<file path="src/sucs_ram.sv">
// Generic single-port synchronous RAM with registered read data.
`timescale 1ns / 1ps
module sucs_ram #(
  parameter int WIDTH = 8,
  parameter int DEPTH = 16
) (
  input  logic                                 clk,
  input  logic                                 we,
  input  logic [(DEPTH > 1 ? $clog2(DEPTH) : 1)-1:0] addr,
  input  logic [WIDTH-1:0]                     wdata,
  output logic [WIDTH-1:0]                     rdata
);
  logic [WIDTH-1:0] mem [DEPTH];

  always_ff @(posedge clk) begin
    if (we) begin
      mem[addr] <= wdata;
    end
    rdata <= mem[addr];
  end
endmodule

</file>
<file path="config.mk">
export PLATFORM = sky130hd
export DESIGN_NAME = sucs_ram
export DESIGN_NICKNAME = d
export VERILOG_FILES = /design/src/sucs_ram.sv
export SDC_FILE = /design/constraint.sdc
export NUM_CORES = 1
export LEC_CHECK = 0
export ABC_AREA = 0
export BUFFER_PORTS_ARGS = -buffer_cell sky130_fd_sc_hd__buf_2
export CORE_MARGIN = 1.5
export CORE_UTILIZATION = 32
export CTS_CLUSTER_SIZE = 20
export DETAILED_ROUTE_END_ITERATION = 10
export REMOVE_ABC_BUFFERS = 1
export SLEW_MARGIN = 20
export SYNTH_ARGS = -nofsm -noshare
export SYNTH_HDL_FRONTEND = slang
export SYNTH_SLANG_ARGS = --single-unit
</file>
<file path="constraint.sdc">
create_clock -name clk -period 2.5 [get_ports clk]
set_input_delay 0.5 -clock clk [delete_from_list [all_inputs] [get_ports clk]]
set_output_delay 0.5 -clock clk [all_outputs]
set_load 0.05 [all_outputs]
</file>
* Yosys cells after proc, flatten, opt, wreduce, memory -nomap -nowiden
Memories as Yosys holds them, arrays and structs flattened. A register that Yosys moved wholly into a read port is not among the register bits.
Index checks and enable logic that the tools add are counted.
** Operators by class
- Multiplexer cells :: 2
** Operators with widths (count)
- $mux 1 :: 2
** Storage, ports and cells
- Register bits after elaboration :: 0
- Bits in writable memories :: 128
- Input port bits :: 14
- Output and inout port bits :: 8
- Memories :: 1
** Memories
- mem :: depth 16, width 8, read ports 1, clocked after Yosys merged registers in 1, write ports 1, line 13 : logic [WIDTH-1:0] mem [DEPTH];

* Depth between registers and ports, before layout
- Depth in word-level cells :: 2
- Gate-level depth with buffers :: 5

* Worst setup path before layout
No wires, ideal clock.
- Path type :: input -> register
- Start :: input port addr[2] (netlist name)
- End :: memory mem[0][0] (enable)
- Setup time :: 0.383 ns
- Data arrival time :: 1.610 ns
- Data required time :: 2.117 ns
- Slack :: 0.507 ns
- Stages on the path :: 2
- Path through :: or3b_2 > nor3_1
** RTL lines
- start: declaration :: line 9 : input logic [(DEPTH > 1 ? $clog2(DEPTH) : 1)-1:0] addr,
- end: declaration :: line 13
No word-level cell before the write port.

* Worst setup path after layout
- Start :: input port we
- End :: memory mem[1][1] (enable)
** Between the ends
- Longest elaborated chain between the ends :: 2
** RTL lines
- start: declaration :: line 8 : input logic we,
- $mux 1 :: line 16 : if (we) begin
- $mux 1 (implied by the code) :: line 17 : mem[addr] <= wdata;
No other way between the ends.

==> summary.md <==
| Metric | Value |
|---|---|
| Status | `complete, no violations` |
| Placer congestion estimate | `0.7370` |
| Hold Buf Count CTS | `0` |
| Multi-input gate area | `1003 um^2` |
| DIE WIDTH | `128.8 um` |
| Hpwl dp | `6840 um` |
| Synth Instances | `230` |
| Cell accounting for the most synthesized area | `edfxtp_1` |
| CP Cell Sequence | `buf_2 -> or3b_2 -> nor2_1` |
| WL/cell | `19.93 um` |
| CTS H-tree lvls | `4` |
| Vias in the first global route | `2,614` |
| Crit. End Element | `flop` |
| Peak per-stage delay on the critical path | `0.53 ns` |
| ANT cells | `0` |
| Setup violations, final | `0` |
| Worst Path Required | `2.55 ns` |
| Pwr/cell area | `831.9 nW/um^2` |
| Kind of critical path | `input pin to flop` |
| Total track usage | `0.1348` |
| Fin nets | `299` |
| Post-route DRC | `0` |
| First DRT Iteration DRCs | `206` |
| Num rows | `45` |
| Starting density of the core | `0.3309` |
| Routed Antenna Nets | `0` |
| PortBufs | `21` |
| Highest clock rate | `611.6 MHz` |
| RSZ-0062 raised after global routing | `no` |
| Tot Pwr | `0.005105 W` |
| Synth Warn # | `0` |
| Hold/Removal Path Class | `input pin to flop` |
| Sequential element share of the synthesized area | `0.7901` |
| Share of cells above drive strength 1 | `0.3557` |
| Slew @ Worst Pin | `0.6788 ns` |
| CP arrival | `1.68 ns` |
| Crit Path Max Fanout | `8` |
| CTS root buf | `clkbuf_16` |
| Worst-skew pair later-pin latency | `0.42 ns` |
| Count leader, synth | `edfxtp_1` |
| Clock Skews | `0.005945 ns` |
| Post-synthesis cell type count | `18` |
| Post-CTS Setup Inserts | `0` |
| TritonCTS clock tree | `yes` |
| Post-synth top cells | `128 x edfxtp_1, 32 x mux4_2, 16 x a22oi_1` |
| Final Non-Filler Cells | `509` |
| FFs w/ async S/R, synth | `0` |
| First-pass GRT wire length | `15,480 um` |
| Share of the synthesized area in the top cell type | `0.7585` |
| Area grow syn2layout | `21.09%` |
| Crit start category | `input pin` |
| Max clock buf depth | `2` |
| CTS buffer count | `17` |
| Flop2flop setup slack | `1.14 ns` |
| Worst vdd ir | `0.5204 mV` |
| LEAKAGE | `2.012 nW` |
| Minimum clock period | `1.635 ns` |
| Syn avg cell area | `22.03 um^2` |
| Final period util | `0.6540` |
| CP max stage cell | `nor2_1` |
| Initial antenna violation count | `0` |
| DRT Pass-1 Iters | `4` |
| Die ar. | `16,600 um^2` |
| Largest net degree at the start of global routing | `17` |
| CORE AREA | `15,310 um^2` |
| Resize count post-CTS | `0` |
| Vias | `2,442` |
| Hold Vio Cnt, Final | `0` |
| Clock transition at the registers of the reported paths | `0.06 ns` |
| Clk sinks | `136` |
| Ranking of synthesized cells by area | `edfxtp_1 76%, mux4_2 14%, dfxtp_1 3.2%, a22oi_1 2.4%, nor2_1 0.96%` |
| Sequential cell area | `4004 um^2` |
| Die span in y | `128.8 um` |
| Top FF cell, synth | `edfxtp_1` |
| Register bit total from synthesis | `136` |
| Synth Cell Area | `5067 um^2` |
| Final hold slack | `0.4829 ns` |
| Vias per cell | `4.798` |
| Post-synth EDFFs | `128` |
| Post-Route WL | `10,140 um` |
| Placed Cells | `477` |
| Fill count | `1,386` |
| Overflow after GRT | `0` |
| Max-Cap Viols | `0` |
| Final TNS setup | `0 ns` |
| Slew headroom | `0.5465` |
| Pins Over Slew Limit | `0` |
| # IOs | `22` |
==> cells by family after synthesis <==
logic type	count (synthesis)	synth area share
DFF	136	0.7901
muxes	32	0.1422
AOI/OAI and AO/OA	16	0.02370
buffers and inverters	11	0.01185
and+or+nand+nor	35	0.03210
==> final timing paths <==
| check | start | end | cells past startpoint |
|---|---|---|---|
| max | we | mem[1][1] | 3 |
| min reg2reg | mem[12][0] | rdata[0] | 3 |
| min | wdata[0] | mem[5][0] | 1 |
| max reg2reg | mem[2][0] | rdata[0] | 3 |
==> state kept, by name (all words and copies together), names as in the netlist <==
| register | cells |
|---|---|
| mem | 128 |
| rdata | 8 |
==> critical path: cells and delay by family <==
family,cells,cell delay [ns]
buffers and inverters,1,0.14
AND/OR/NAND/NOR,2,1.04
==> through the flow <==
stage                     instance area (um^2)  worst slack [ns]    util
after floorplan                           5007            0.5071       -
after global placement                    5597            0.4538  0.3654
after detailed placement                  5597            0.4456  0.3654
after CTS                                 6136            0.8865  0.4007
after global routing                      6136            0.7832  0.4007
final                                     6136            0.8650  0.4007
==> per-layer routing <==
metal	share of wire	track usage
met5	0	0
met4	0.020	0.05089
met3	0.070	0.04657
met2	0.49	0.2133
met1	0.42	0.1722
==> final cells by class <==
cell class              instances  area share
clock buffers                  19     0.07055
clock inverters                13     0.01733
multi-input cells              83      0.1635
flip-flops and latches        136      0.6525
well taps                     211     0.04303
repair buffers                 47     0.05302
==> where the power goes <==
part	leakage, nW	switching [W]	internal, W	total [W]
Sequential	1.22	0.0000142	0.00255	0.00256
Clock	0.250	0.000891	0.00135	0.00224
Combinational	0.539	0.000189	0.000108	0.000298
==> layout by cell type, fill, tap and decap left out, drive strengths merged <==
cell and count:
nand3 1, a22oi 16, nor3 4, bufinv 1, nor2 13, dfxtp 8
clkinv 7, or3b 1, inv 1, nor2b 2, mux4 32, nand2 9
clkinvlp 4, nand2b 2, clkbuf 19, and2 1, buf 47, nand3b 2
edfxtp 128
No activity file was read; power rests on OpenSTA's default activity.
