### config.mk
export PLATFORM = sky130hd
export DESIGN_NAME = sucs_div
export DESIGN_NICKNAME = d
export VERILOG_FILES = /design/src/sucs_div.sv
export SDC_FILE = /design/constraint.sdc
export NUM_CORES = 1
export LEC_CHECK = 0
export ABC_AREA = 0
export BUFFER_PORTS_ARGS = -buffer_cell sky130_fd_sc_hd__buf_2
export CAP_MARGIN = 20
export CORE_MARGIN = 2
export CORE_UTILIZATION = 50
export CTS_CLUSTER_DIAMETER = 80
export CTS_CLUSTER_SIZE = 28
export DETAILED_ROUTE_END_ITERATION = 8
export GPL_ROUTABILITY_DRIVEN = 0
export PLACE_DENSITY_LB_ADDON = 0.08
export SYNTH_ARGS = -nofsm -noshare
export SYNTH_HDL_FRONTEND = slang
export SYNTH_SLANG_ARGS = --single-unit
### constraint.sdc
create_clock -name clk -period 8.65 [get_ports clk]
set_input_delay 0 -clock clk [delete_from_list [all_inputs] [get_ports clk]]
set_output_delay 0 -clock clk [all_outputs]
set_load 0.01 [all_outputs]
### src/sucs_div.sv
// Bit-serial restoring divider, one quotient bit per cycle.
`timescale 1ns / 1ps
module sucs_div #(
  parameter int NUM_W = 32,
  parameter int DEN_W = 32
) (
  input  logic             clk,
  input  logic             rst,
  input  logic             start,
  input  logic [DEN_W-1:0] rem_init,
  input  logic [NUM_W-1:0] num,
  input  logic [DEN_W-1:0] den,
  output logic             done,
  output logic [NUM_W-1:0] quot
);
  localparam int CNT_W = $clog2(NUM_W + 1);

  logic             busy;
  logic [CNT_W-1:0] cnt;
  logic [DEN_W-1:0] rem;
  logic [DEN_W-1:0] den_q;
  logic [DEN_W:0]   trial;
  logic [DEN_W:0]   diff;
  logic             ge;

  assign trial = {rem, quot[NUM_W-1]};
  assign ge    = trial >= {1'b0, den_q};
  assign diff  = trial - {1'b0, den_q};

  always_ff @(posedge clk) begin
    if (rst) begin
      busy <= 1'b0;
      done <= 1'b0;
      cnt  <= '0;
    end else begin
      done <= 1'b0;
      if (start) begin
        busy <= 1'b1;
        cnt  <= '0;
      end else if (busy) begin
        cnt <= cnt + 1'b1;
        if (cnt == CNT_W'(NUM_W - 1)) begin
          busy <= 1'b0;
          done <= 1'b1;
        end
      end
    end
  end

  always_ff @(posedge clk) begin
    if (start) begin
      rem   <= rem_init;
      quot  <= num;
      den_q <= den;
    end else if (busy) begin
      rem  <= ge ? diff[DEN_W-1:0] : trial[DEN_W-1:0];
      quot <= {quot[NUM_W-2:0], ge};
    end
  end
endmodule

# Yosys cells after proc, flatten, opt, wreduce, memory -nomap -nowiden
# Cells that the tools add are included.
# W data, S select, Z words.
[totals]
register_bits = 104
latchBits = 0
ram_bits = 0
romBits = 0
input_bits = 99
output_inout_bits = 33
word_cells = 23
mem_count = 0
[op_classes]
addsub = 2
n_mul = 0
div_mod_pow = 0
magnitude_cmp = 1
n_eq_ne = 1
shift = 0
mux = 9
bitwise_logic = 1
reduce_logical = 3
[op_table]
columns = ["operator", "count"]
rows = [
  ["$mux W32", 5],
  ["$ge A33 B32 Y1", 1],
  ["$sub A32 B32 Y32", 1],
  ["$add A6 B1 Y6 const B", 1],
  ["$eq A6 B5 Y1 const B", 1],
  ["$mux W1", 4],
  ["$reduce_or A3 Y1", 1],
  ["$reduce_bool A2 Y1", 1],
  ["$reduce_or A2 Y1", 1],
  ["$not A1 Y1", 1],
]

# Longest topological paths before layout
[depth]
word_depth = 4
depth_mapped = 12

# Least setup slack after synthesis
# OpenSTA, ideal clock, no wires.
[synth_path]
kind = "register to register"
from = "register rem[5]"
to = "register rem[17], data pin"
setup_time_ps = 261
arrival_ps = 2545
slack_ps = 5844
path_stages_with_launch = 11
n_path_buf = 0
path_cell_list = "edfxtp_1 ha_1 a21o_1 a211o_1 o22a_1 o31ai_4 o21ai_2 a221o_1 a31oi_1 xnor2_1 a221o_1"
[synth_between]
elab_chain_len = 4
elab_cells_between_ends = 5
[synth_rtl]
columns = ["element", "line_no", "source"]
rows = [
  ["start: declaration", "20", "logic [DEN_W-1:0] rem;"],
  ["start signal: assignment", "52", "rem <= rem_init;"],
  ["start signal: assignment", "56", "rem <= ge ? diff[DEN_W-1:0] : trial[DEN_W-1:0];"],
  ["$sub A32 B32 Y32 / $ge A33 B32 Y1 (equally long branches)", "28, 27", ""],
  ["$mux W32 *", "56", ""],
  ["$mux W32 *", "55", "end else if (busy) begin"],
  ["$mux W32 *", "51", "if (start) begin"],
]
# Mark *: on every way between the ends. The rest lies on a longest branch, timed or not. The select of a mux whose other input is x is not followed.
# A chain may end at the register's enable or synchronous reset.

# Worst setup path in the final report
[layout_path]
from = "register den_q[1]"
to = "register rem[17], data pin"
[layout_between]
elab_chain_len = 4
elab_cells_between_ends = 5
[layout_rtl]
columns = ["element", "line_no", "source"]
rows = [
  ["start: declaration", "21", "logic [DEN_W-1:0] den_q;"],
  ["start signal: assignment", "54", "den_q <= den;"],
  ["$sub A32 B32 Y32 / $ge A33 B32 Y1 (equally long branches)", "28, 27", ""],
  ["$mux W32 *", "56", ""],
  ["$mux W32 *", "55", ""],
  ["$mux W32 *", "51", ""],
]
# Marked as above.

==> results.json <==
{
  "remaining_drc_errors": 0,
  "finalSetupViolCount": 0,
  "count_of_different_cell_masters_after_synthesis": 50,
  "run_status": "finished, final reports clean",
  "cp_num_cells": 11,
  "tns_ns": 0,
  "wire_length_of_the_first_global_routing_pass_um": 23500,
  "root_buffer": "sky130_fd_sc_hd__clkbuf_16",
  "initial_core_util_pct": 51.1,
  "post_cts.resized_instances": 0,
  "die-height_um": 115,
  "syn_area_um2": 6110,
  "timing.critical_path.slowest_cell_delay_ns": 0.74,
  "synth-edff-count": 96,
  "postSynthAreaPerCell_um2": 11.0,
  "worst_ir_drop_vdd_mv": 0.142,
  "core_area_um2": 12000,
  "synth-warning-count": 0,
  "path_type_of_the_worst_setup_path": "register to register",
  "cp.required_ns": 8.76,
  "yosys_most_used_dff": "sky130_fd_sc_hd__edfxtp_1",
  "critical_path_buf_inv_count": 1,
  "post_cts.repair.setup_buffers": 0,
  "finalClockSkew_ns": 0.0118,
  "hold_class": "input pin to register",
  "maximum_number_of_pins_on_one_net_before_global_route_repair": 70,
  "layout.cells.non_filler": 921,
  "grt_setup_unrepaired": "no",
  "timing.max_slew.rel_slack_pct": 33.1,
  "seqPwrFrac_pct": 34.2,
  "power.share.combinational_pct": 47.4,
  "ff2ff_path_depth": 11,
  "dp_hpwl_um": 9520,
  "tritoncts.num_buffers": 9,
  "worst-endpoint-arrival_ns": 3.72,
  "synth_top_area_cell": "sky130_fd_sc_hd__edfxtp_1",
  "port_buffers": 131,
  "grt_pass1_vias": 5024,
  "number_of_antenna_violations_at_the_first_check_in_global_routing": 0,
  "drt_iter0_drc": 302,
  "layout_stage_area_growth_over_the_synthesis_result_pct": 31.9,
  "timing.fmax_ghz": 0.277,
  "critical_path.max_fanout": 35,
  "post_detailed_routing_wire_length_um": 14200,
  "global_route.overflow_total": 0,
  "layout-drive-gt1-share_pct": 24.5,
  "asyncSetResetFlopFracSynth_pct": 0,
  "top_level_ports": 132,
  "max-clock-path-buffers": 2,
  "syn_inst": 557,
  "synthDominantCellAreaShare_pct": 47.1,
  "final_antenna_violating_net_count": 0,
  "antenna_cells": 0,
  "post-route-min-period_ns": 3.61,
  "grt_usage_pct": 22.8,
  "firstDrtPassIters": 4,
  "worst_tran_pin_value_ns": 1.00,
  "vias": 4959,
  "setup.worst_path.end_class": "register",
  "worstPathCellList": "inv_1 -> ha_1 -> nor2b_1 -> o31a_1 -> o21a_1 -> o31ai_4 -> o2111ai_1 -> a21o_1 -> nand2_2 -> nor2_1 -> a221o_1",
  "switching_share_pct": 37.0,
  "h-tree-depth": 3,
  "worst_skew_pair.late_latency_ns": 0.36,
  "internal-power_w": 0.00133,
  "clkPwrFrac_pct": 18.4,
  "route.detailed.vias_per_inst": 5.38,
  "timing.critical_path.from_type": "register",
  "synth_top_cells_by_area": "sky130_fd_sc_hd__edfxtp_1 (47%), sky130_fd_sc_hd__ha_1 (6.8%), sky130_fd_sc_hd__mux2_2 (6.3%)",
  "power.switching_w": 0.000779,
  "net_count_after_synthesis": 690,
  "cpMaxStageDelayCell": "sky130_fd_sc_hd__nand2_2",
  "cts.reportedPaths.clkPinSlew_ns": 0.08,
  "clock_sinks": 104,
  "drv_cap": 0,
  "post-place-cells": 812,
  "leakage_nw": 3.54,
  "tritoncts": "yes",
  "die_x_um": 115,
  "worst_hold_slack_ns": 0.0449,
  "hold_viol_final": 0,
  "routedWlPerCell_um": 15.5,
  "worst_path_dominant_cell_family": "compound AO/OA/AOI/OAI gates",
  "yosysSeqAreaShare_pct": 49.8,
  "die_area_um2": 13100,
  "yosys_register_bits": 104,
  "row_count": 40,
  "period_share_pct": 41.7,
  "min_delay_path_depth": 4,
  "power_per_cell_area_nw_per_um2": 261,
  "final_net_count": 902,
  "timing_max_transition_violations_final": 0
}
==> worst register-to-register path, cell delays in order, from the launching register on <==
cell,delay [ns]
sky130_fd_sc_hd__edfxtp_1,0.42
sky130_fd_sc_hd__inv_1,0.08
sky130_fd_sc_hd__ha_1,0.24
sky130_fd_sc_hd__nor2b_1,0.15
sky130_fd_sc_hd__o31a_1,0.27
sky130_fd_sc_hd__o21a_1,0.22
sky130_fd_sc_hd__o31ai_4,0.28
sky130_fd_sc_hd__o2111ai_1,0.20
sky130_fd_sc_hd__a21o_1,0.25
sky130_fd_sc_hd__nand2_2,0.74
sky130_fd_sc_hd__nor2_1,0.20
sky130_fd_sc_hd__a221o_1,0.34
==> power by group through the flow <==
stage | clock network [W] | logic, W | registers, W
2_1_floorplan | 0 | 0.000763 | 0.000724
3_3_place_gp | 0 | 0.000945 | 0.000728
3_5_place_dp | 0 | 0.000962 | 0.000730
4_1_cts | 0.000401 | 0.000999 | 0.000720
5_1_grt | 0.000414 | 0.00111 | 0.000732
6_report | 0.000387 | 0.000998 | 0.000721
==> kinds of logic after synthesis <==
logic type,count (synthesis),share of synthesized area [%]
AO/OA/AOI/OAI,138,14.6
AND/OR/NAND/NOR,127,9.47
flip-flops,104,49.8
buffers and inverters,63,4.11
multiplexers,59,10.4
adder cells (fa/ha/maj),34,7.08
XOR/XNOR,32,4.58
==> per-layer routing <==
| metal | GRT usage, % | routed length (um) |
|---|---|---|
| met1 | 29.1 | 6440 |
| met3 | 6.19 | 934 |
| met2 | 37.9 | 6700 |
| met4 | 6.91 | 165 |
| met5 | 0 | 0 |
==> layout by cell type (no fill, tap or decap), drive strengths merged, types with 3 or more instances in the layout <==
cell type,netlist,routed
a211oi,5,5
nand4,10,10
o31ai,7,7
dlygate4sd3,0,93
a21oi,35,35
ha,33,33
edfxtp,96,96
xor2,13,13
nand3,5,5
o21a,7,7
nand2,51,51
nor3,5,5
buf,8,133
nor2b,3,3
o21ai,36,36
clkbuf,17,10
a31oi,4,4
o2111ai,3,3
nor4,3,3
nor2,33,33
a21o,25,25
xnor2,19,19
mux2,34,34
dfxtp,8,8
and3,6,6
or3,4,4
inv,38,40
mux2i,25,25
==> registers in the layout (all words and copies together) (netlist names) <==
register,count
rem,32
den_q,32
cnt,6
done,1
busy,1
quot,32
==> per-stage QoR <==
step,setup WS [ns],power (W),area [um^2],utilization [%]
finish,5.04,0.00211,8070,67.4
global route,4.73,0.00226,8070,67.4
CTS,5.01,0.00212,8070,67.4
detailed placement,5.01,0.00169,6870,57.4
global placement,5.11,0.00167,6870,57.4
floorplan,5.84,0.00149,6110,-
==> layout make-up <==
class	count	area (um^2)
fill	907	3890
sequential	104	3040
clock inverter	6	42.5
multi-input combinational	390	2820
tap	147	184
timing repair buffer	226	1600
clock buffer	10	229
inverter	38	143
==> cells in the mapped netlist (2+ instances only) <==
master and n:
sky130_fd_sc_hd__a221oi_1 2, sky130_fd_sc_hd__a31oi_1 4, sky130_fd_sc_hd__ha_1 33, sky130_fd_sc_hd__nand3_1 5, sky130_fd_sc_hd__buf_4 2, sky130_fd_sc_hd__o21ai_1 4
sky130_fd_sc_hd__a211oi_1 5, sky130_fd_sc_hd__clkbuf_1 17, sky130_fd_sc_hd__nor3_1 5, sky130_fd_sc_hd__nor4_1 3, sky130_fd_sc_hd__a21oi_1 35, sky130_fd_sc_hd__o21bai_1 2
sky130_fd_sc_hd__inv_1 38, sky130_fd_sc_hd__or3_1 4, sky130_fd_sc_hd__o31ai_1 6, sky130_fd_sc_hd__or2_2 2, sky130_fd_sc_hd__nor4b_1 2, sky130_fd_sc_hd__xor2_1 13
sky130_fd_sc_hd__dfxtp_1 8, sky130_fd_sc_hd__and3_1 6, sky130_fd_sc_hd__nand2_1 50, sky130_fd_sc_hd__a21o_1 25, sky130_fd_sc_hd__edfxtp_1 96, sky130_fd_sc_hd__nor2_1 33
sky130_fd_sc_hd__mux2_2 34, sky130_fd_sc_hd__mux2i_1 25, sky130_fd_sc_hd__and2_1 2, sky130_fd_sc_hd__a221o_1 2, sky130_fd_sc_hd__xnor2_1 19, sky130_fd_sc_hd__o211ai_1 2
sky130_fd_sc_hd__o21a_1 7, sky130_fd_sc_hd__nor2b_1 3, sky130_fd_sc_hd__o21ai_0 31, sky130_fd_sc_hd__buf_1 5, sky130_fd_sc_hd__nand4_1 10, sky130_fd_sc_hd__o2111ai_1 3
==> worst paths after layout <==
path	to	start	slack (ns)
setup reg to reg	rem[17]$_DFFE_PP_	den_q[1]$_DFFE_PP_	5.04
hold reg to reg	done$_SDFF_PP0_	cnt[5]$_SDFFE_PP0P_	0.48
setup / recovery	rem[17]$_DFFE_PP_	den_q[1]$_DFFE_PP_	5.04
hold / removal	rem[29]$_DFFE_PP_	rem_init[29]	0.04
==> timing repair <==
action                                  CTS  global route
hold endpoints to repair                 99             0
endpoints found under the setup margin    0             0
hold buffers                             93             0
No activity file was read; power rests on OpenSTA's default activity.
