`config.mk`:
```
export PLATFORM = sky130hd
export DESIGN_NAME = sucs_log
export DESIGN_NICKNAME = d
export VERILOG_FILES = /design/src/sucs_pkg.sv /design/src/sucs_log.sv
export SDC_FILE = /design/constraint.sdc
export NUM_CORES = 2
export LEC_CHECK = 0
export BUFFER_PORTS_ARGS = -buffer_cell sky130_fd_sc_hd__clkbuf_2
export CAP_MARGIN = 0
export CELL_PAD_IN_SITES_DETAIL_PLACEMENT = 1
export CELL_PAD_IN_SITES_GLOBAL_PLACEMENT = 2
export CORE_ASPECT_RATIO = 1.25
export CORE_MARGIN = 4
export CORE_UTILIZATION = 48
export CTS_BUF_LIST = sky130_fd_sc_hd__clkbuf_8
export DETAILED_ROUTE_END_ITERATION = 16
export PLACE_DENSITY = 0.9
export SLEW_MARGIN = 20
export SYNTH_ARGS = -nofsm -noshare
export SYNTH_HDL_FRONTEND = slang
export SYNTH_SLANG_ARGS = --single-unit
```
`constraint.sdc`:
```
create_clock -name clk -period 16.9 [get_ports clk]
set_input_delay 0.845 -clock clk [delete_from_list [all_inputs] [get_ports clk]]
set_output_delay 0.845 -clock clk [all_outputs]
set_load 0.01 [all_outputs]
```
`src/sucs_pkg.sv`:
```
// Shared types, codes and constants of the smoothed unigram cell scorer.
`timescale 1ns / 1ps
package sucs_pkg;

  localparam int CELL_REQ_W = 11;
  localparam int WORD_W     = 10;
  localparam int WEIGHT_W   = 16;
  localparam int TOTAL_W    = 32;
  localparam int LN_W       = 24;
  localparam int P_W        = 49;
  localparam int MANT_W     = 31;
  localparam int FRAC_W     = 20;
  localparam int SQ_STEPS   = 20;

  localparam logic [WEIGHT_W-1:0] CELL_WEIGHT_RST   = 16'd59578;
  localparam logic [WEIGHT_W-1:0] GLOBAL_WEIGHT_RST = 16'd5958;
  localparam logic [31:0]         LN2_Q32           = 32'd2977044472;
  localparam logic [LN_W-1:0]     MEAN_MIN          = 24'h800000;

  localparam logic [1:0] CMD_TRAIN  = 2'd0;
  localparam logic [1:0] CMD_APPEND = 2'd1;
  localparam logic [1:0] CMD_CLEAR  = 2'd2;
  localparam logic [1:0] CMD_SCORE  = 2'd3;

  localparam logic [1:0] STAT_OK          = 2'd0;
  localparam logic [1:0] STAT_EMPTY_QUERY = 2'd1;
  localparam logic [1:0] STAT_EMPTY_MODEL = 2'd2;
  localparam logic [1:0] STAT_DROPPED     = 2'd3;

  localparam logic REG_CELL_WEIGHT   = 1'b0;
  localparam logic REG_GLOBAL_WEIGHT = 1'b1;

  typedef enum logic [4:0] {
    ST_CLEAR, ST_IDLE, ST_TRAIN_RD, ST_TRAIN_WR, ST_SC_START, ST_SC_N,
    ST_SC_QRD, ST_SC_QW, ST_SC_CA, ST_SC_DIV, ST_SC_MUL, ST_SC_SUM,
    ST_SC_LOG, ST_SC_NEXT, ST_SC_MEAN, ST_SC_MWAIT, ST_DONE
  } state_t;

  typedef enum logic [2:0] {
    LG_IDLE, LG_NORM, LG_MUL, LG_CHK, LG_SCALE, LG_ROUND
  } log_state_t;

  typedef struct packed {
    logic start;
    logic done;
  } unit_ctl_t;

  function automatic logic [TOTAL_W-1:0] sat_inc(input logic [TOTAL_W-1:0] v);
    return (&v) ? v : v + 1'b1;
  endfunction

endpackage

```
`src/sucs_log.sv`:
```
// Natural log unit: normalize, square twenty times, scale by ln 2 and round.
`timescale 1ns / 1ps
module sucs_log (
  input  logic                             clk,
  input  logic                             rst,
  input  logic                             start,
  input  logic [sucs_pkg::P_W-1:0]         p,
  output logic                             done,
  output logic signed [sucs_pkg::LN_W-1:0] ln
);
  import sucs_pkg::*;

  log_state_t state, state_next;

  logic [P_W-1:0]    v;
  logic [5:0]        e;
  logic [MANT_W-1:0] m;
  logic [2*MANT_W-1:0] sq;
  logic [FRAC_W-1:0] f;
  logic [4:0]        step;
  logic [25:0]       mag_l;
  logic [57:0]       prod;
  logic [58:0]       rounded;
  logic              neg;
  logic [31:0]       t;
  logic              last_step;

  always_comb begin
    state_next = state;
    unique case (state)
      LG_IDLE:  if (start) state_next = LG_NORM;
      LG_NORM:  if (v[P_W-1]) state_next = LG_MUL;
      LG_MUL:   state_next = LG_CHK;
      LG_CHK:   state_next = last_step ? LG_SCALE : LG_MUL;
      LG_SCALE: state_next = LG_ROUND;
      LG_ROUND: state_next = LG_IDLE;
      default:  state_next = LG_IDLE;
    endcase
  end

  always_comb begin
    t         = sq[2*MANT_W-1:MANT_W-1];
    last_step = step == 5'(SQ_STEPS - 1);
    if (e == 6'(P_W - 1)) begin
      mag_l = 26'(f);
    end else begin
      mag_l = {6'(6'(P_W - 1) - e), 20'd0} - 26'(f);
    end
    rounded = {1'b0, prod} + (59'd1 << 35);
  end

  always_ff @(posedge clk) begin
    if (rst) begin
      state <= LG_IDLE;
      done  <= 1'b0;
    end else begin
      state <= state_next;
      done  <= state == LG_ROUND;
    end
  end

  always_ff @(posedge clk) begin
    unique case (state)
      LG_IDLE: begin
        v <= p;
        e <= 6'(P_W - 1);
      end
      LG_NORM: begin
        step <= '0;
        f    <= '0;
        m    <= v[P_W-1 -: MANT_W];
        if (!v[P_W-1]) begin
          v <= {v[P_W-2:0], 1'b0};
          e <= e - 1'b1;
        end
      end
      LG_MUL: sq <= m * m;
      LG_CHK: begin
        step <= step + 1'b1;
        if (t[31]) begin
          m <= t[31:1];
          f <= {f[FRAC_W-2:0], 1'b1};
        end else begin
          m <= t[MANT_W-1:0];
          f <= {f[FRAC_W-2:0], 1'b0};
        end
      end
      LG_SCALE: begin
        prod <= mag_l * LN2_Q32;
        neg  <= e != 6'(P_W - 1);
      end
      LG_ROUND: ln <= neg ? -LN_W'(rounded[58:36]) : LN_W'(rounded[58:36]);
      default: ;
    endcase
  end
endmodule

```
---- Word level (Yosys, flattened, before mapping) ----
Index checks and enable logic that the tools add are counted.
word-level totals
  bits in registers ....................... 257
  output and inout port bits .............. 25
operators by class
  add/subtract/negate cells ............... 6
  multiply operators ...................... 2
  eq/ne operators ......................... 11
  mux-type cells .......................... 15
  reduce and logical (&&, ||, !) cells .... 5
operators with widths
  kind                                                                   number
  49-bit case mux with 2 select lines                                    1
  31-bit by 31-bit multiplier with 62-bit output                         1
  31-bit case mux with 2 select lines                                    1
  58-bit by 36-bit adder with 59-bit output, second input constant       1
  26-bit by 29-bit multiplier with 55-bit output, second input constant  1
  49-bit two-way mux                                                     1
  20-bit case mux with 2 select lines                                    1
  31-bit two-way mux                                                     1
  26-bit two-way mux                                                     1
  26-bit by 20-bit subtractor with 26-bit output                         1
  23-bit negation with 24-bit output                                     1
  23-bit two-way mux                                                     1
  3-bit case mux with 5 select lines                                     1
  6-bit case mux with 2 select lines                                     1
  5-bit case mux with 2 select lines                                     1
  3-bit two-way mux                                                      3
  3-bit by 2-bit == test with 1-bit output, second input constant        2
  3-bit == test, second input constant                                   2
  6-bit == test, second input constant                                   1
  6-bit two-way mux                                                      1
  2-bit inequality test, second input constant                           3
  6-bit inequality test, second input constant                           1
  6-bit by 1-bit subtractor with 6-bit output, second input constant     1
  6-bit subtractor, first input constant                                 1
  7 further kinds                                                        9

---- Logic depth before layout (Yosys ltp) ----
  depth in word-level cells ............... 4
  gate-level depth with buffers ........... 37

---- Least setup slack after synthesis ----
OpenSTA, ideal clock, no wires.
  path type ............................... register to register
  from .................................... register f[11]
  to ...................................... register prod[57] (data pin)
  setup time .............................. 0.262 ns
  arrival time ............................ 8.843 ns
  data required time ...................... 16.638 ns
  slack ................................... 7.795 ns
  cell stages (with the launch flop) ...... 37
  path buffers ............................ 0
  path through ............................ edfxtp_1 > or3_1 > or3_1 > nor3_1 > nor3b_1 > a21oi_1 > nand2_1 > o21ai_0 > a22oi_1 > nor2_1 > nor3_1 > inv_1 > fa_1 > inv_1 > fa_1 > fa_1 > inv_1 > fa_1 > fa_1 > inv_1 > fa_1 > inv_1 > fa_1 > inv_1 > ha_1 > a211o_1 > o211ai_1 > a21oi_1 > a41oi_1 > a31o_2 > nor3_1 > a211oi_2 > nor3_1 > a221o_1 > a21o_1 > a221oi_2 > xnor2_1
on the way
  longest elaborated chain between the ends .. 3
ends and longest elaborated chain
  element                                           RTL line        source
  start, declared                                   sucs_log.sv:19  logic [FRAC_W-1:0] f;
  start signal, assigned                            sucs_log.sv:82  f <= {f[FRAC_W-2:0], 1'b1};
  start signal, assigned                            sucs_log.sv:85  f <= {f[FRAC_W-2:0], 1'b0};
  26-bit by 20-bit subtractor with 26-bit output    sucs_log.sv:47  mag_l = {6'(6'(P_W - 1) - e), 20'd0} - 26'(f);
  26-bit two-way mux *                              sucs_log.sv:44  if (e == 6'(P_W - 1)) begin
  26-bit by 29-bit multiplier with 55-bit output *  sucs_log.sv:89  prod <= mag_l * LN2_Q32;
  end signal, assigned                              sucs_log.sv:89
  end, declared                                     sucs_log.sv:22  logic [57:0] prod;
Every way passes the cells marked *; elsewhere a longest branch is shown, timed or not.
A chain may end at the register's enable or synchronous reset.

---- Worst setup path in the final report ----
  from .................................... register f[2]
  to ...................................... register prod[50] (data pin)
The elaborated chain is that of the path after synthesis.

==> flow_metrics.env <==
export IMPL_outcome="completed"
export IMPL_setup_tns_ns=0
export IMPL_ff_latch_area_um2=5820
export IMPL_vias=32700
export IMPL_cts_tree="done"
export IMPL_std_cell_rows=128
export IMPL_htree_levels=4
export IMPL_grtUsageMet1=0.282
export IMPL_synth_edff_count=191
export IMPL_holdPathStages=2
export IMPL_critical_path_required_ns=17.21
export IMPL_cts_resized_gates=0
export IMPL_rsz0062_at_grt="false"
export IMPL_drt_iter0_drc=1424
export IMPL_ios=77
export IMPL_syn_to_final_growth_pct=4.91
export IMPL_critPathKind="flip-flop to flip-flop"
export IMPL_max_slew_margin=0.267
export IMPL_port_buffers=76
export IMPL_tightest_slew_ns=1.09
export IMPL_cp_start_kind="flip-flop"
export IMPL_fillers=11100
export IMPL_worstSetupEndpointType="flip-flop"
export IMPL_multiInputGateArea_um2=35900
export IMPL_insertion_delay_ns=0.55
export IMPL_cts_setup_buffers=0
export IMPL_antenna_found_initial=2
export IMPL_worst_r2r_startpoint="f[2]"
export IMPL_startpoint="f[2]"
export IMPL_rr_endpoint="prod[50]"
export IMPL_gp_congestion=0.938
export IMPL_clk_path_buf_depth=2
export IMPL_fin_crit_ns=10.81
export IMPL_grt_pass1_wl_mm=217
export IMPL_synthArstFlopShare=0
export IMPL_use_met3=0.0289
export IMPL_grt_max_degree=104
export IMPL_drt_pass1_iterations=7
export IMPL_numCtsBuffers=17
export IMPL_syn_inst=4777
export IMPL_grt_busiest_layer="met2"
export IMPL_clock_skew_ns=0.0279
export IMPL_r2r_cells=34
export IMPL_r2r_slack_ns=6.09
export IMPL_cp_arrival_ns=11.12
export IMPL_synth_fp_nets=6400
export IMPL_drc=0
export IMPL_die_h_um=359
export IMPL_crit_path_frequent_cell="fa_1"
export IMPL_final_core_util=0.508
export IMPL_coreArea_um2=97700
export IMPL_die_x_um=289
export IMPL_postSynthAreaPerCell_um2=9.91
export IMPL_fin_nets=6411
export IMPL_hold_path_startpoint="rst"
export IMPL_finalSetupViolCount=0
export IMPL_grtUsageTotal=0.276
export IMPL_drive_gt1_frac=0.0419
export IMPL_post_dp_hpwl_mm=116
export IMPL_first_global_vias=39200
export IMPL_overflow=0
export IMPL_slowest_stage="nor3_1"
export IMPL_yosysSeqAreaShare=0.123
export IMPL_hold_end="done"
export IMPL_drt_wl_total_mm=138
export IMPL_min_path_type="input port to flip-flop"
export IMPL_synth_ff_type="edfxtp_1"
export IMPL_met2_usage=0.538
export IMPL_maxCapViolCount=0
export IMPL_timing_hold_violations_final=0
export IMPL_syn_area_um2=47300
export IMPL_start_util=0.485
export IMPL_slew_viol_final=0
export IMPL_ant_nets=0
export IMPL_path_clk_slew_ns=0.12
export IMPL_synth_cell_types=83
export IMPL_finalCritPeriodShare=0.640
export IMPL_max_freq_ghz=0.0925
export IMPL_slowest_delay_ns=0.73
export IMPL_vias_per_cell=5.36
export IMPL_cts_hold_buffers=0
export IMPL_ys_seq_elements=195
export IMPL_path_max_fanout=7
export IMPL_cts_root_buffer="clkbuf_8"
export IMPL_dieArea_um2=104000
export IMPL_post_drt_wl_per_cell_um=22.7
export IMPL_cts_sinks=195
export IMPL_yosysWarnings=0
==> state kept, by name, summed over array words and instances (netlist names) <==
register / cells
done: 1
e: 6
f: 20
ln: 24
m: 31
neg: 1
prod: 23
sq: 32
state: 3
step: 5
v: 49
==> metrics by stage <==
stage                     setup WS, ns  hold slack [ns]  instances  cell area, um^2
final                             6.09            0.525       6103            49700
after global routing              5.25            0.507       6102            49700
after CTS                         6.08            0.489       6101            49700
after detailed placement          6.13            0.544       6069            49300
after global placement            6.31            0.542       6069            49300
after floorplan                   7.79            0.522       4777            47300
==> kinds of logic after synthesis <==
kind of cell	after synthesis	synth area share
AO/OA/AOI/OAI	379	0.0489
XOR/XNOR	147	0.0272
adder cells (fa/ha/maj)	1571	0.578
buffers and inverters	1517	0.121
flip-flops	195	0.123
multiplexers	33	0.00703
other	1	0.0000792
AND/OR/NAND/NOR	934	0.0953
==> cells in the final DEF, fill, tap and decap left out, types with 13 or more instances in the layout <==
master / instances
nand4_1: 20
clkbuf_2: 76
nand2_1: 424
ha_1: 544
edfxtp_1: 191
inv_1: 1376
o21ai_0: 134
xnor2_1: 96
nor2b_1: 19
mux2i_1: 31
buf_4: 51
and3_1: 30
nor2_1: 134
xor2_1: 51
clkbuf_8: 17
nor3_1: 23
and2_1: 184
nand3_1: 27
a21oi_1: 96
fa_1: 1027
a21o_1: 55
or2_2: 13
==> worst max-delay path, delay by kind of cell (launching register included) <==
kind | cells | cell delay [ns]
buffers and inverters | 4 | 0.45
DFF | 1 | 0.49
adders and majority gates | 8 | 3.71
and+or+nand+nor | 8 | 3.52
xor gates and xnor gates | 2 | 0.31
AOI/OAI and AO/OA | 12 | 2.10
==> layer usage <==
layer	up-vias	part of all wire
met5	-	0
met1	17200	0.34
met3	445	0.032
met2	769	0.56
met4	0	0.068
li1	14300	-
==> Yosys cell counts, types with 20 or more instances <==
cell / n / share of area
inv_1: 1377 / 0.11
fa_1: 1027 / 0.43
ha_1: 544 / 0.14
nand2_1: 425 / 0.034
edfxtp_1: 191 / 0.12
and2_1: 184 / 0.024
nor2_1: 134 / 0.011
o21ai_0: 134 / 0.014
clkbuf_1: 122 / 0.0097
a21oi_1: 96 / 0.010
xnor2_1: 96 / 0.018
a21o_1: 55 / 0.0087
xor2_1: 51 / 0.0094
mux2i_1: 31 / 0.0066
and3_1: 30 / 0.0040
nand3_1: 27 / 0.0029
nor3_1: 23 / 0.0024
nand4_1: 20 / 0.0026
nor2b_1: 20 / 0.0026
==> worst max-delay path by stage <==
stage	to	slack [ns]	cells past startpoint
5_1_grt	prod[50]	5.25	35
4_1_cts	prod[50]	6.08	34
6_report	prod[50]	6.09	34
2_1_floorplan	prod[57]	7.79	36
3_3_place_gp	prod[50]	6.31	33
3_5_place_dp	prod[50]	6.13	34
==> final cells by class <==
cell class / count / area share
flip-flops and latches: 195 / 0.117
multi-input cells: 3065 / 0.722
inverters: 1382 / 0.104
clock buffers: 17 / 0.00471
diodes: 2 / 0.000101
well taps: 1300 / 0.0327
clock inverters: 15 / 0.00363
repair buffers: 127 / 0.0154
Power is left out: the tool's default activity adds up to more than one toggle a clock period on the data nets, which glitch-free logic cannot reach.
